--- config.mk ---
export PLATFORM = sky130hd
export DESIGN_NAME = pls_ctrl
export DESIGN_NICKNAME = d
export VERILOG_FILES = /design/src/hw/rtl/pls_pkg.sv /design/src/hw/rtl/pls_ctrl.sv
export SDC_FILE = /design/constraint.sdc
export NUM_CORES = 1
export LEC_CHECK = 0
export BUFFER_PORTS_ARGS = -buffer_cell sky130_fd_sc_hd__buf_4
export CAP_MARGIN = 15
export CORE_AREA = 3 3 40 42
export CTS_CLUSTER_SIZE = 8
export DETAILED_ROUTE_END_ITERATION = 7
export DIE_AREA = 0 0 43 45
export PLACE_DENSITY = 0.42
export SYNTH_ARGS = -nofsm -noshare
export SYNTH_HDL_FRONTEND = slang
export SYNTH_SLANG_ARGS = --single-unit
--- constraint.sdc ---
create_clock -name clk -period 1.4 [get_ports clk]
set_clock_uncertainty 0.1 [all_clocks]
set_input_delay 0.07 -clock clk [delete_from_list [all_inputs] [get_ports clk]]
set_output_delay 0.07 -clock clk [all_outputs]
set_load 0.03 [all_outputs]
--- src/hw/rtl/pls_pkg.sv ---
// Shared types and constants for the positional list store.
package pls_pkg;

  localparam int DATA_W           = 32;
  localparam int POS_W            = 8;
  localparam int LEN_OUT_W        = 8;
  localparam int OP_W             = 3;
  localparam int DEFAULT_CAPACITY = 128;

  typedef enum logic [OP_W-1:0] {
    OP_INSERT = 3'd0,
    OP_UPDATE = 3'd1,
    OP_DELETE = 3'd2,
    OP_READ   = 3'd3,
    OP_CLEAR  = 3'd4
  } op_t;

  typedef enum logic [1:0] {
    ST_OK   = 2'd0,
    ST_FULL = 2'd1,
    ST_POS  = 2'd2
  } status_t;

  typedef struct packed {
    logic capture;
    logic decode;
    logic step;
    logic commit;
    logic load_out;
  } ctl_cmd_t;

  typedef struct packed {
    logic need_shift;
    logic at_end;
  } dp_stat_t;

endpackage

--- src/hw/rtl/pls_ctrl.sv ---
// Controller: sequences decode, shift, commit and result handoff.
module pls_ctrl (
  input  logic              clk,
  input  logic              rst,
  input  logic              in_valid,
  output logic              in_ready,
  output logic              out_valid,
  input  logic              out_ready,
  input  pls_pkg::dp_stat_t stat,
  output pls_pkg::ctl_cmd_t cmd
);

  typedef enum logic [2:0] {
    S_IDLE,
    S_DECODE,
    S_SHIFT,
    S_FINISH,
    S_RESP
  } state_t;

  state_t state;
  logic   out_free;

  assign out_free = !out_valid || out_ready;

  assign cmd.capture  = (state == S_IDLE) && in_valid && in_ready;
  assign cmd.decode   = (state == S_DECODE);
  assign cmd.step     = (state == S_SHIFT) && !stat.at_end;
  assign cmd.commit   = (state == S_FINISH);
  assign cmd.load_out = (state == S_RESP) && out_free;

  always_ff @(posedge clk) begin
    if (rst) begin
      state     <= S_IDLE;
      in_ready  <= 1'b1;
      out_valid <= 1'b0;
    end else begin
      if (out_valid && out_ready && !cmd.load_out) begin
        out_valid <= 1'b0;
      end
      case (state)
        S_IDLE: begin
          if (in_valid && in_ready) begin
            in_ready <= 1'b0;
            state    <= S_DECODE;
          end
        end
        S_DECODE: begin
          state <= stat.need_shift ? S_SHIFT : S_FINISH;
        end
        S_SHIFT: begin
          if (stat.at_end) begin
            state <= S_FINISH;
          end
        end
        S_FINISH: begin
          state <= S_RESP;
        end
        S_RESP: begin
          if (out_free) begin
            out_valid <= 1'b1;
            in_ready  <= 1'b1;
            state     <= S_IDLE;
          end
        end
        default: state <= S_IDLE;
      endcase
    end
  end

  a_ready_idle: assert property (@(posedge clk) disable iff (rst)
    in_ready |-> (state == S_IDLE))
    else $error("ready outside idle");

  a_capture_decode: assert property (@(posedge clk) disable iff (rst)
    cmd.capture |=> (state == S_DECODE))
    else $error("accepted transaction not decoded");

  a_load_valid: assert property (@(posedge clk) disable iff (rst)
    cmd.load_out |=> out_valid)
    else $error("result loaded without valid");

endmodule

[Yosys cells after proc, flatten, opt, wreduce, memory -nomap -nowiden]
Cells that the tools add are included.
Cells by class
  equality and inequality tests: 7
  multiplexer cells: 11
  reduce and logical (&&, ||, !) cells: 15
Operator list (count)
  case mux 3 bit (5 select lines): 1
  two-way mux 3 bit: 3
  logical AND 1 bit: 7
  equality test 3 x 2 -> 1 bit, second input constant: 2
  two-way mux 1 bit: 6
  AND reduction 3 bit: 2
  inequality test 2 bit, second input constant: 2
  equality test 3 x 1 -> 1 bit, second input constant: 1
  equality test 3 bit, second input constant: 1
  zero test 1 bit: 3
  zero test 3 bit: 1
  inequality test 2 x 1 -> 1 bit, second input constant: 1
  case mux 1 bit (2 select lines): 1
  nonzero test 2 bit: 1
  logical OR 1 bit: 1
Word-level totals
  register bits: 5
  input bits: 6
  output and inout bits: 7
  word-level logic and storage cells: 36

[Longest topological paths before layout]
  depth in word-level cells: 8
  gate-level depth with buffers: 4
  depth with buffers taken out: 3

[Worst setup path before layout]
Ideal clock, no wire load.
  path type: register to output
  start point: register state[0]
  end point: output port cmd[2] in the netlist's numbering
  arrival time: 1.489 ns
  required time: 1.230 ns
  path slack: -0.259 ns
  stages on the path, launching flop included: 3
  path buffers: 1
  path through: dfxtp_1 buf_6 nor4b_1
RTL lines
  start: declaration: line pls_ctrl.sv:21  | state_t state;
  start signal: assignment: line pls_ctrl.sv:49  | state <= stat.need_shift ? S_SHIFT : S_FINISH;
  end: declaration: line pls_ctrl.sv:10  | output pls_pkg::ctl_cmd_t cmd

==> metrics.md <==
| Metric | Value |
|---|---|
| Total Wirelength | around 680 um |
| TritonCTS Buffers | 3 |
| Hold crit path type | primary input to flip-flop |
| Drt initial violations | 3 |
| Finished Layout Cells | 64 |
| Synth-to-layout area growth | 76.1% |
| Critical path class | flip-flop to output port |
| Wire length on met2 | ~330 um |
| Commonest non-fill, non-tap cells in the layout | 16 x buf_4, 3 x clkbuf_4 |
| Status | finished, violations left |
| Unrepaired setup endpoints after global routing | yes |
| Fin Setup TNS | -0.0294 ns |
| CP required | around 1.2 ns |
| DRT met1 WL | a little under 300 um |
| Slowest CP cell | or3b_4 |
| DR DRC count | 0 |
| Die width | ~43 um |
| WP data arrival | 1.26 ns |
| First-pass GRT wire length | 1160 um |
| Clock sinks | 5 |
| RD Place Congestion | 0.682 |
| Slew Limit Fails | 0 |
| Top sig layer | met3 |
| CTS max path bufs | 2 |
| Antenna Cells | 0 |
| Antenna viol nets, final | 0 |
| Post-synth net total | 33 |
| Vias | around 270 |
| Most common cell after layout, fill and taps aside | buf_4 |
| CP endpoint kind | output port |
| Num ports | 13 |
| Die Ht | 45 um |
| Crit Path Max Fanout | 2 |
| Placed insts | 54 |
| Global-route usage over all layers | between 8 and 9% |
| Total power | about 0.71 mW |
| Critical path's largest stage delay | slightly above 0.4 ns |
| Drt via density | around 4.3 |
| Compound-Gate Fraction of Synth Area | ~15% |
| P per Cell Area | roughly 1500 mW/mm^2 |
| Detail Route met3 WL | 58 um |
| Routed len/inst | ~11 um |
| Pin count of the biggest net entering global routing | 8 |
| Xor and xnor area share after synthesis | 3.21% |
| DR pass1 iterations | 4 |
| Synth Area in Adders | 0% |
| Vias in the first global route | approximately 270 |
| Setup crit start kind | flip-flop |
| Failing checks | negative setup slack |
| Worst skew pair latency | approximately 0.24 ns |
| Synthesized flop and latch total | 5 |
| Fin crit period | approximately 1.4 ns |
| Crit-path cells | or3b_4 -> nor2b_4 -> buf_6 |
| Post-Syn Instances | 27 |
| Warnings from Yosys | 0 |
| Synth Area in Simple Gates | a little under two fifths |
| Synth cell types | 19 |
| Leakage | about 0.23 nW |
| Setup Viol. Count Final | 1 |
| Mux share of post-synthesis cell area | 0% |
| Max-cap viol count | 0 |
| GRT overflow | 0 |
| Final #Nets | 56 |
| Final Hold Fails | 0 |
| Final Cycle Share | 102% |
| I/O Buffers | 12 |
| Syn Area/Cell | 10.1 sq um |
| Post-synthesis sequential area ratio | 36.7% |
| Dpl hpwl | 485 um |
| Post-route cell area | around 480 sq um |
| H-tree depth | 1 |
| Worst rel slew slack | 87.4% |
| Worst-margin pin slew | approximately 0.19 ns |
| TritonCTS clock tree | yes |
| Fmax | between 600 and 700 MHz |
| Peak VDD IR | approximately 0.56 mV |
| Die area | 0.00194 sq mm |
| Clock-pin slew on the worst setup and hold paths | around 0.04 ns |
| Core region area | between 0.001 and 0.0015 sq mm |
| Worst setup margin | -0.0294 ns |
| Layout cell share with drive strength beyond 1 | between 60 and 70% |
| Initial antenna violation count | 0 |
| Largest family of logic cells by synthesized area | simple AND/OR/NAND/NOR gates |
| Initial core utilization | a little over a fifth |
| Root Buffer | clkbuf_4 |
| Final design utilization | between 30% and 40% |
| Mapped Area | approximately 270 sq um |
| Rows | 13 |
| Total placed instance area | between 300 and 400 sq um |
[synthesized netlist by cell type]
master	number	area share [%]
dfxtp_1	5	37
a21oi_1	2	3.7
buf_6	2	8.3
nor2_1	2	2.8
nor3_1	2	3.7
a211oi_1	1	2.8
and3b_2	1	3.7
nand2_1	1	1.4
nand2b_1	1	2.3
nand3b_4	1	7.3
nor2b_2	1	3.2
nor3b_1	1	2.8
nor4b_1	1	3.2
o21ai_0	1	1.8
o21ba_1	1	3.7
o31a_1	1	3.2
or3_1	1	2.3
or3b_4	1	4.1
xnor2_1	1	3.2
[stage by stage]
| step | hold slack, ns | setup WS, ns |
|---|---|---|
| after floorplan | 0.0391 | 0.00365 |
| after global placement | 0.176 | 0.115 |
| after detailed placement | 0.181 | 0.100 |
| after CTS | 0.0185 | -0.0279 |
| after global routing | 0.0585 | -0.0736 |
| final | 0.0452 | -0.0294 |
[timing repair]
action | in CTS | in global routing
gates resized for setup | 4 | 2
setup buffers | 3 | 1
hold endpoints to repair | 4 | 0
pin swaps | 1 | 1
hold buffers | 2 | 0
endpoints found under the setup margin | 1 | 6
[cell families after synthesis]
| family | count (synthesis) |
|---|---|
| flip-flops | 5 |
| AO/OA/AOI/OAI | 6 |
| AND/OR/NAND/NOR | 13 |
| buffers and inverters | 2 |
| XOR/XNOR | 1 |
[routing by layer]
layer	vias up	global-route usage, %
li1	139	-
met1	126	8.63
met2	8	13.2
met3	0	6.37
met4	0	3.61
met5	-	0
[worst paths after layout]
kind,start,end,slack (ns),depth (start not counted)
min,stat[0],state[0],0.05,3
max reg2reg,state[1],in_ready,0.03,4
max,state[1],cmd[0],-0.03,3
min reg2reg,out_valid,out_valid,0.43,2
[report_power, final]
group	switching [mW]	internal [mW]	total (mW)	leakage [nW]
combinational	0.164	0.173	0.337	0.173
sequential	0.0291	0.179	0.208	0.0425
clock	0.0580	0.108	0.166	0.0150
[registers in the layout, summed over array words and instances (netlist names)]
signal     count
in_ready       1
out_valid      1
state          3
[critical path: cells and delay by family (launching register included)]
family	cells	cell delay (ns)
flip-flops	1	0.34
buffers and inverters	1	0.14
AND/OR/NAND/NOR	2	0.54
[final cells by class]
cell class,instances,area [sq um]
clock buffer,4,26.3
sequential,5,106
multi-input combinational,20,166
timing repair buffer,20,163
tap,15,18.8
fill,140,805
(Power assumes the default switching activity.)
